[src/sv/szl_pkg.sv]
`default_nettype none
package szl_pkg;

  localparam int STAGES   = 4;
  localparam int CHANNELS = 2;
  localparam int FIELDS   = 2;

  localparam int SMP_W  = 24;
  localparam int COEF_W = 24;
  localparam int K_W    = 16;
  localparam int GAIN_W = 24;
  localparam int REG_W  = 2;

  localparam int IDX_W = (STAGES > 0) ? $clog2(STAGES + 1) : 1;
  localparam int CH_W  = (CHANNELS > 1) ? $clog2(CHANNELS) : 1;

  // Divider yields this many quotient bits, one per cycle.
  localparam int DIV_STEPS = 26;
  localparam int DCNT_W    = $clog2(DIV_STEPS);

  localparam logic [REG_W-1:0] REG_RES_K    = 2'd0;
  localparam logic [REG_W-1:0] REG_IN_GAIN  = 2'd1;
  localparam logic [REG_W-1:0] REG_OUT_GAIN = 2'd2;

  localparam logic [K_W-1:0]    RES_K_RST    = 16'd8192;
  localparam logic [GAIN_W-1:0] IN_GAIN_RST  = 24'd524288;
  localparam logic [GAIN_W-1:0] OUT_GAIN_RST = 24'd1048576;

  typedef enum logic [4:0] {
    OP_NONE, OP_LOAD, OP_DIV_START, OP_DIV_STEP, OP_G_SET,
    OP_PW_M, OP_PW_W, OP_X_M, OP_X_W, OP_CO_M, OP_CO_W, OP_SM_M, OP_SM_W,
    OP_KS_M, OP_KS_W, OP_KP_M, OP_KP_W, OP_U_ONE, OP_A2_M, OP_A2_W,
    OP_AN_M, OP_V_SET, OP_ST_M, OP_ST_W, OP_OUT_M, OP_OUT_W, OP_PUBLISH
  } dp_op_t;

  typedef enum logic [1:0] {
    DIV_G, DIV_FB, DIV_CLIP
  } div_sel_t;

  typedef struct packed {
    dp_op_t           op;
    div_sel_t         div_sel;
    logic [CH_W-1:0]  ch;
    logic [IDX_W-1:0] idx;
    logic [IDX_W-1:0] pw_addr;
  } dp_cmd_t;

  typedef struct packed {
    logic overload;
  } dp_stat_t;

  typedef enum logic [4:0] {
    ST_IDLE, ST_GDIV0, ST_GDIV, ST_GSET, ST_PW_M, ST_PW_W,
    ST_X_M, ST_X_W, ST_CO_M, ST_CO_W, ST_SM_M, ST_SM_W,
    ST_KS_M, ST_KS_W, ST_KP_M, ST_KP_W, ST_CMP, ST_FBDIV,
    ST_A2_M, ST_A2_W, ST_AN_M, ST_AN_W, ST_CLDIV, ST_V_SET,
    ST_ST_M, ST_ST_W, ST_OUT_M, ST_OUT_W, ST_DONE
  } ctl_state_t;

endpackage
`default_nettype wire

[src/sv/szl_ctl.sv]
`default_nettype none
module szl_ctl (
  input  wire logic               clk,
  input  wire logic               rst_n,
  input  wire logic               in_valid,
  output logic                    in_ready,
  output logic                    out_valid,
  input  wire logic               out_ready,
  input  wire szl_pkg::dp_stat_t  stat,
  output szl_pkg::dp_cmd_t        cmd
);

  localparam int IDX_W  = szl_pkg::IDX_W;
  localparam int CH_W   = szl_pkg::CH_W;
  localparam int DCNT_W = szl_pkg::DCNT_W;

  localparam logic [IDX_W-1:0]  IDX_LAST  = IDX_W'(szl_pkg::STAGES - 1);
  localparam logic [IDX_W-1:0]  IDX_TOP   = IDX_W'(szl_pkg::STAGES);
  localparam logic [CH_W-1:0]   CH_LAST   = CH_W'(szl_pkg::CHANNELS - 1);
  localparam logic [DCNT_W-1:0] DCNT_LAST = DCNT_W'(szl_pkg::DIV_STEPS - 1);

  szl_pkg::ctl_state_t state_r, state_nxt;
  logic [IDX_W-1:0]  idx_r, idx_nxt;
  logic [CH_W-1:0]   ch_r, ch_nxt;
  logic [DCNT_W-1:0] cnt_r, cnt_nxt;
  logic              out_valid_r, out_valid_nxt;

  always_ff @(posedge clk) begin
    if (!rst_n) begin
      state_r     <= szl_pkg::ST_IDLE;
      idx_r       <= '0;
      ch_r        <= '0;
      cnt_r       <= '0;
      out_valid_r <= 1'b0;
    end else begin
      state_r     <= state_nxt;
      idx_r       <= idx_nxt;
      ch_r        <= ch_nxt;
      cnt_r       <= cnt_nxt;
      out_valid_r <= out_valid_nxt;
    end
  end

  assign out_valid = out_valid_r;

  always_comb begin
    state_nxt     = state_r;
    idx_nxt       = idx_r;
    ch_nxt        = ch_r;
    cnt_nxt       = cnt_r;
    out_valid_nxt = out_valid_r & ~out_ready;
    in_ready      = 1'b0;
    cmd.op        = szl_pkg::OP_NONE;
    cmd.div_sel   = szl_pkg::DIV_G;
    cmd.ch        = ch_r;
    cmd.idx       = idx_r;
    cmd.pw_addr   = idx_r;

    unique case (state_r)
      szl_pkg::ST_IDLE: begin
        in_ready = 1'b1;
        if (in_valid) begin
          cmd.op    = szl_pkg::OP_LOAD;
          state_nxt = szl_pkg::ST_GDIV0;
        end
      end
      szl_pkg::ST_GDIV0: begin
        cmd.op      = szl_pkg::OP_DIV_START;
        cmd.div_sel = szl_pkg::DIV_G;
        cnt_nxt     = '0;
        state_nxt   = szl_pkg::ST_GDIV;
      end
      szl_pkg::ST_GDIV: begin
        cmd.op  = szl_pkg::OP_DIV_STEP;
        cnt_nxt = cnt_r + 1'b1;
        if (cnt_r == DCNT_LAST) state_nxt = szl_pkg::ST_GSET;
      end
      szl_pkg::ST_GSET: begin
        cmd.op    = szl_pkg::OP_G_SET;
        idx_nxt   = IDX_W'(1);
        state_nxt = szl_pkg::ST_PW_M;
      end
      szl_pkg::ST_PW_M: begin
        cmd.op      = szl_pkg::OP_PW_M;
        cmd.pw_addr = idx_r - 1'b1;
        state_nxt   = szl_pkg::ST_PW_W;
      end
      szl_pkg::ST_PW_W: begin
        cmd.op = szl_pkg::OP_PW_W;
        if (idx_r == IDX_TOP) begin
          ch_nxt    = '0;
          state_nxt = szl_pkg::ST_X_M;
        end else begin
          idx_nxt   = idx_r + 1'b1;
          state_nxt = szl_pkg::ST_PW_M;
        end
      end
      szl_pkg::ST_X_M: begin
        cmd.op    = szl_pkg::OP_X_M;
        state_nxt = szl_pkg::ST_X_W;
      end
      szl_pkg::ST_X_W: begin
        cmd.op    = szl_pkg::OP_X_W;
        idx_nxt   = '0;
        state_nxt = szl_pkg::ST_CO_M;
      end
      szl_pkg::ST_CO_M: begin
        cmd.op      = szl_pkg::OP_CO_M;
        cmd.pw_addr = IDX_LAST - idx_r;
        state_nxt   = szl_pkg::ST_CO_W;
      end
      szl_pkg::ST_CO_W: begin
        cmd.op    = szl_pkg::OP_CO_W;
        state_nxt = szl_pkg::ST_SM_M;
      end
      szl_pkg::ST_SM_M: begin
        cmd.op    = szl_pkg::OP_SM_M;
        state_nxt = szl_pkg::ST_SM_W;
      end
      szl_pkg::ST_SM_W: begin
        cmd.op = szl_pkg::OP_SM_W;
        if (idx_r == IDX_LAST) begin
          state_nxt = szl_pkg::ST_KS_M;
        end else begin
          idx_nxt   = idx_r + 1'b1;
          state_nxt = szl_pkg::ST_CO_M;
        end
      end
      szl_pkg::ST_KS_M: begin
        cmd.op    = szl_pkg::OP_KS_M;
        state_nxt = szl_pkg::ST_KS_W;
      end
      szl_pkg::ST_KS_W: begin
        cmd.op    = szl_pkg::OP_KS_W;
        state_nxt = szl_pkg::ST_KP_M;
      end
      szl_pkg::ST_KP_M: begin
        cmd.op      = szl_pkg::OP_KP_M;
        cmd.pw_addr = IDX_TOP;
        state_nxt   = szl_pkg::ST_KP_W;
      end
      szl_pkg::ST_KP_W: begin
        cmd.op    = szl_pkg::OP_KP_W;
        state_nxt = szl_pkg::ST_CMP;
      end
      szl_pkg::ST_CMP: begin
        // Overdriven feedback: skip both divisions, clip to full scale.
        if (stat.overload) begin
          cmd.op    = szl_pkg::OP_U_ONE;
          idx_nxt   = '0;
          state_nxt = szl_pkg::ST_ST_M;
        end else begin
          cmd.op      = szl_pkg::OP_DIV_START;
          cmd.div_sel = szl_pkg::DIV_FB;
          cnt_nxt     = '0;
          state_nxt   = szl_pkg::ST_FBDIV;
        end
      end
      szl_pkg::ST_FBDIV: begin
        cmd.op  = szl_pkg::OP_DIV_STEP;
        cnt_nxt = cnt_r + 1'b1;
        if (cnt_r == DCNT_LAST) state_nxt = szl_pkg::ST_A2_M;
      end
      szl_pkg::ST_A2_M: begin
        cmd.op    = szl_pkg::OP_A2_M;
        state_nxt = szl_pkg::ST_A2_W;
      end
      szl_pkg::ST_A2_W: begin
        cmd.op    = szl_pkg::OP_A2_W;
        state_nxt = szl_pkg::ST_AN_M;
      end
      szl_pkg::ST_AN_M: begin
        cmd.op    = szl_pkg::OP_AN_M;
        state_nxt = szl_pkg::ST_AN_W;
      end
      szl_pkg::ST_AN_W: begin
        cmd.op      = szl_pkg::OP_DIV_START;
        cmd.div_sel = szl_pkg::DIV_CLIP;
        cnt_nxt     = '0;
        state_nxt   = szl_pkg::ST_CLDIV;
      end
      szl_pkg::ST_CLDIV: begin
        cmd.op  = szl_pkg::OP_DIV_STEP;
        cnt_nxt = cnt_r + 1'b1;
        if (cnt_r == DCNT_LAST) state_nxt = szl_pkg::ST_V_SET;
      end
      szl_pkg::ST_V_SET: begin
        cmd.op    = szl_pkg::OP_V_SET;
        idx_nxt   = '0;
        state_nxt = szl_pkg::ST_ST_M;
      end
      szl_pkg::ST_ST_M: begin
        cmd.op    = szl_pkg::OP_ST_M;
        state_nxt = szl_pkg::ST_ST_W;
      end
      szl_pkg::ST_ST_W: begin
        cmd.op = szl_pkg::OP_ST_W;
        if (idx_r == IDX_LAST) begin
          state_nxt = szl_pkg::ST_OUT_M;
        end else begin
          idx_nxt   = idx_r + 1'b1;
          state_nxt = szl_pkg::ST_ST_M;
        end
      end
      szl_pkg::ST_OUT_M: begin
        cmd.op    = szl_pkg::OP_OUT_M;
        state_nxt = szl_pkg::ST_OUT_W;
      end
      szl_pkg::ST_OUT_W: begin
        cmd.op = szl_pkg::OP_OUT_W;
        if (ch_r == CH_LAST) begin
          state_nxt = szl_pkg::ST_DONE;
        end else begin
          ch_nxt    = ch_r + 1'b1;
          state_nxt = szl_pkg::ST_X_M;
        end
      end
      szl_pkg::ST_DONE: begin
        // Hold until the output register is free.
        if (!out_valid_r || out_ready) begin
          cmd.op        = szl_pkg::OP_PUBLISH;
          out_valid_nxt = 1'b1;
          state_nxt     = szl_pkg::ST_IDLE;
        end
      end
      default: state_nxt = szl_pkg::ST_IDLE;
    endcase
  end

endmodule
`default_nettype wire

[config.mk]
export PLATFORM = sky130hd
export DESIGN_NAME = szl_ctl
export DESIGN_NICKNAME = d
export VERILOG_FILES = /design/src/sv/szl_pkg.sv /design/src/sv/szl_ctl.sv
export SDC_FILE = /design/constraint.sdc
export NUM_CORES = 1
export LEC_CHECK = 0
export ABC_AREA = 0
export BUFFER_PORTS_ARGS = -buffer_cell sky130_fd_sc_hd__buf_2
export CELL_PAD_IN_SITES_DETAIL_PLACEMENT = 1
export CELL_PAD_IN_SITES_GLOBAL_PLACEMENT = 1
export CORE_MARGIN = 2
export CORE_UTILIZATION = 35
export CTS_CLUSTER_DIAMETER = 30
export DETAILED_ROUTE_END_ITERATION = 10
export PLACE_DENSITY = 0.67
export SLEW_MARGIN = 20
export SYNTH_ARGS = -nofsm -noshare
export SYNTH_HDL_FRONTEND = slang
export SYNTH_SLANG_ARGS = --single-unit
export TNS_END_PERCENT = 10
[constraint.sdc]
create_clock -name clk -period 3.7 [get_ports clk]
set_clock_uncertainty 0.05 [all_clocks]
set_input_delay 0.74 -clock clk [delete_from_list [all_inputs] [get_ports clk]]
set_output_delay 0.74 -clock clk [all_outputs]
set_load 0.01 [all_outputs]
==> flow_metrics.py <==
metrics = {
    "clock_network": {
        "cts_sinks": 15,
        "clk_latency_ns": 0.26,
        "cts_made_buffers": 3,
        "h-tree-depth": 1,
        "cts_setup_buffers": 0,
        "clk_pin_slew_ns": 0.07,
        "cts_tree": "built",
        "cts_root_buf": "clkbuf_8",
        "holdBufCountCts": 0,
        "cts_resized": 0,
        "clockBufferDepth": 2,
    },
    "placed_design": {
        "pre_cts_slack_ns": 0.9915,
        "detailed_place_hpwl_um": 3841,
        "placed_area_mm2": 0.001584,
        "io_buffers": 20,
        "gp_congestion": 0.9359,
    },
    "worst_setup_path": {
        "start_kind": "flip-flop",
        "crit_fanout": 27,
        "required_ns": 2.91,
        "endpoint_kind": "primary output",
        "cp.arrival_ns": 2.23,
        "path_class": "flip-flop to primary output",
    },
    "outcome": {
        "status": "finished clean",
    },
    "routing": {
        "drc": 0,
        "viasPerCell": 6.143,
        "wl_per_cell_um": 18.71,
        "wl_met2_um": 2381,
        "finalWirelength_um": 5107,
        "final_antenna_net_count": 0,
        "top_layer": "met4",
        "drt-pass1-iter-count": 4,
        "drt_iter0_markers": 113,
        "wl_met3_um": 262,
        "vias": 1677,
        "met1_length_um": 2363,
    },
    "floorplan": {
        "die_w_um": 68.98,
        "initial_utilization": 0.3668,
        "rows": 23,
        "io_pins": 21,
        "dieArea_mm2": 0.004758,
        "fp.dieH_um": 68.98,
        "core_area_mm2": 0.004029,
    },
    "global_routing": {
        "grt_antenna_before_repair": 0,
        "grt_max_degree": 29,
        "grt_pass1_wl_um": 8300,
        "grt_util_all_layers": 0.2361,
        "grt_pass1_vias": 1616,
        "grt_overflow": 0,
    },
    "synthesis": {
        "synthesis.area_per_instance_um2": 6.970,
        "synth_ff_type": "dfxtp_1",
        "syn_nets": 222,
        "synth_edf_count": 0,
        "synth_cell_types": 52,
        "netlist_instances": 212,
        "yosysSeqAreaShare": 0.2032,
        "netlist_area_mm2": 0.001478,
        "async_flop_share": 0,
        "ys_seq_elements": 15,
        "yosys_warnings": 0,
    },
    "timing": {
        "finalHoldViolations": 0,
        "finalCritPeriodShare": 0.8153,
        "slew_headroom": 0.4191,
        "period_needed_ns": 3.017,
        "fin_ws_ns": 0.6833,
        "drv_slew": 0,
        "fin_tns_setup_ns": 0,
        "fmax_ghz": 0.3315,
        "rsz0062_at_grt": "false",
        "setup_viol": 0,
        "worst_pin_slew_ns": 0.8702,
    },
    "cells_and_area": {
        "ff_latch_area_um2": 300.3,
        "multi_input_area_mm2": 0.001057,
        "num_antenna_cells": 0,
        "fin_area_mm2": 0.001630,
        "layout-drive-gt1-share": 0.1614,
        "fillers": 541,
        "nNetsFinal": 234,
        "area_growth_pct": 10.33,
    },
    "power": {
        "finalPower_uw": 902.4,
        "ir_drop_uv": 173.7,
        "p_leak_uw": 0.0005985,
        "p_per_area_mw_per_mm2": 553.5,
    },
    "hold_path": {
        "hold_class": "flip-flop to flip-flop",
    },
    "flow_run": {
        "maxCapViolations": 0,
    },
}
-- area by class of cell --
cell class,count,share of cell area
timing repair buffer,23,0.07521
tap,50,0.03837
inverter,11,0.02533
clock buffer,3,0.02533
sequential,15,0.1842
clock inverter,1,0.003070
multi-input combinational,170,0.6485
-- through the flow --
stage          utilization  hold WS (ns)  cells
6_report            0.4047        0.4322    273
3_3_place_gp        0.3932        0.4198    269
3_5_place_dp        0.3932        0.4185    269
4_1_cts             0.4047        0.4348    273
2_1_floorplan            -        0.3978    212
5_1_grt             0.4047        0.4877    273
-- power breakdown --
part | internal [uW] | switching, uW
combinational | 191 | 294
clock | 74.9 | 71.9
sequential | 185 | 85.4
-- synth_stat cells (all sizes together) (2+ instances only) --
cell / instances / area share
or2: 4 / 0.017
nor4: 3 / 0.017
a31oi: 6 / 0.025
a221oi: 2 / 0.012
nand3b: 4 / 0.023
nand2: 12 / 0.030
nor2: 17 / 0.043
nand2b: 8 / 0.034
dfxtp: 15 / 0.20
o21ai: 26 / 0.088
or4: 2 / 0.010
o21a: 2 / 0.010
xnor2: 3 / 0.018
clkbuf: 6 / 0.015
buf: 10 / 0.038
a21oi: 21 / 0.071
o31ai: 4 / 0.020
nand4: 2 / 0.0085
o21bai: 2 / 0.010
o22ai: 3 / 0.013
a21o: 3 / 0.015
nor3: 4 / 0.014
nand3: 3 / 0.010
o211ai: 2 / 0.010
or3: 6 / 0.029
nor2b: 7 / 0.030
inv: 11 / 0.028
ha: 5 / 0.042
-- placed cells by master, fill, tap and decap left out, types with 4 or more instances in the layout --
| master | count |
|---|---|
| a21oi_1 | 21 |
| a31oi_1 | 6 |
| buf_2 | 20 |
| dfxtp_1 | 15 |
| ha_1 | 5 |
| inv_1 | 11 |
| nand2_1 | 12 |
| nand2b_1 | 8 |
| nor2_1 | 17 |
| nor2b_1 | 7 |
| nor3_1 | 4 |
| o21ai_0 | 26 |
| o31ai_1 | 4 |
| or2_2 | 4 |
| or3_1 | 5 |
-- layer usage --
layer | vias up | track usage
met4 | 0 | 0.08088
met2 | 48 | 0.3834
met3 | 9 | 0.03409
met1 | 817 | 0.3184
li1 | 803 | -
met5 | - | 0
-- final timing paths --
kind / start / to / slack, ns / cells past startpoint
worst max-delay path: state_r[2] / cmd[10] / 0.68 / 5
worst min-delay path: cnt_r[4] / cnt_r[4] / 0.43 / 2
worst max register to register: state_r[2] / idx_r[2] / 1.09 / 5
worst min register to register: cnt_r[4] / cnt_r[4] / 0.43 / 2
-- kinds of logic (layout without fill, tap and decap cells) --
kind of cell | Yosys count | after routing | synth area share
buffers and inverters | 27 | 38 | 0.08128
AND/OR/NAND/NOR | 76 | 76 | 0.2896
multiplexers | 2 | 2 | 0.01439
XOR/XNOR | 3 | 3 | 0.01778
flip-flops | 15 | 15 | 0.2032
adder cells (fa/ha/maj) | 5 | 5 | 0.04234
AO/OA/AOI/OAI | 84 | 84 | 0.3514
-- worst max-delay path, cell delays in order, from the launching register on --
cell and delay, ns:
dfxtp_1 0.89, nand2_1 0.26, nor3_1 0.39, a211oi_1 0.13, o21ai_0 0.12, buf_2 0.17
-- state kept, by name (all words and copies together) (netlist names) --
signal     count
out_valid      1
state_r        5
ch_r           1
cnt_r          5
idx_r          3
Note: power is estimated with default switching activity, not from simulation.
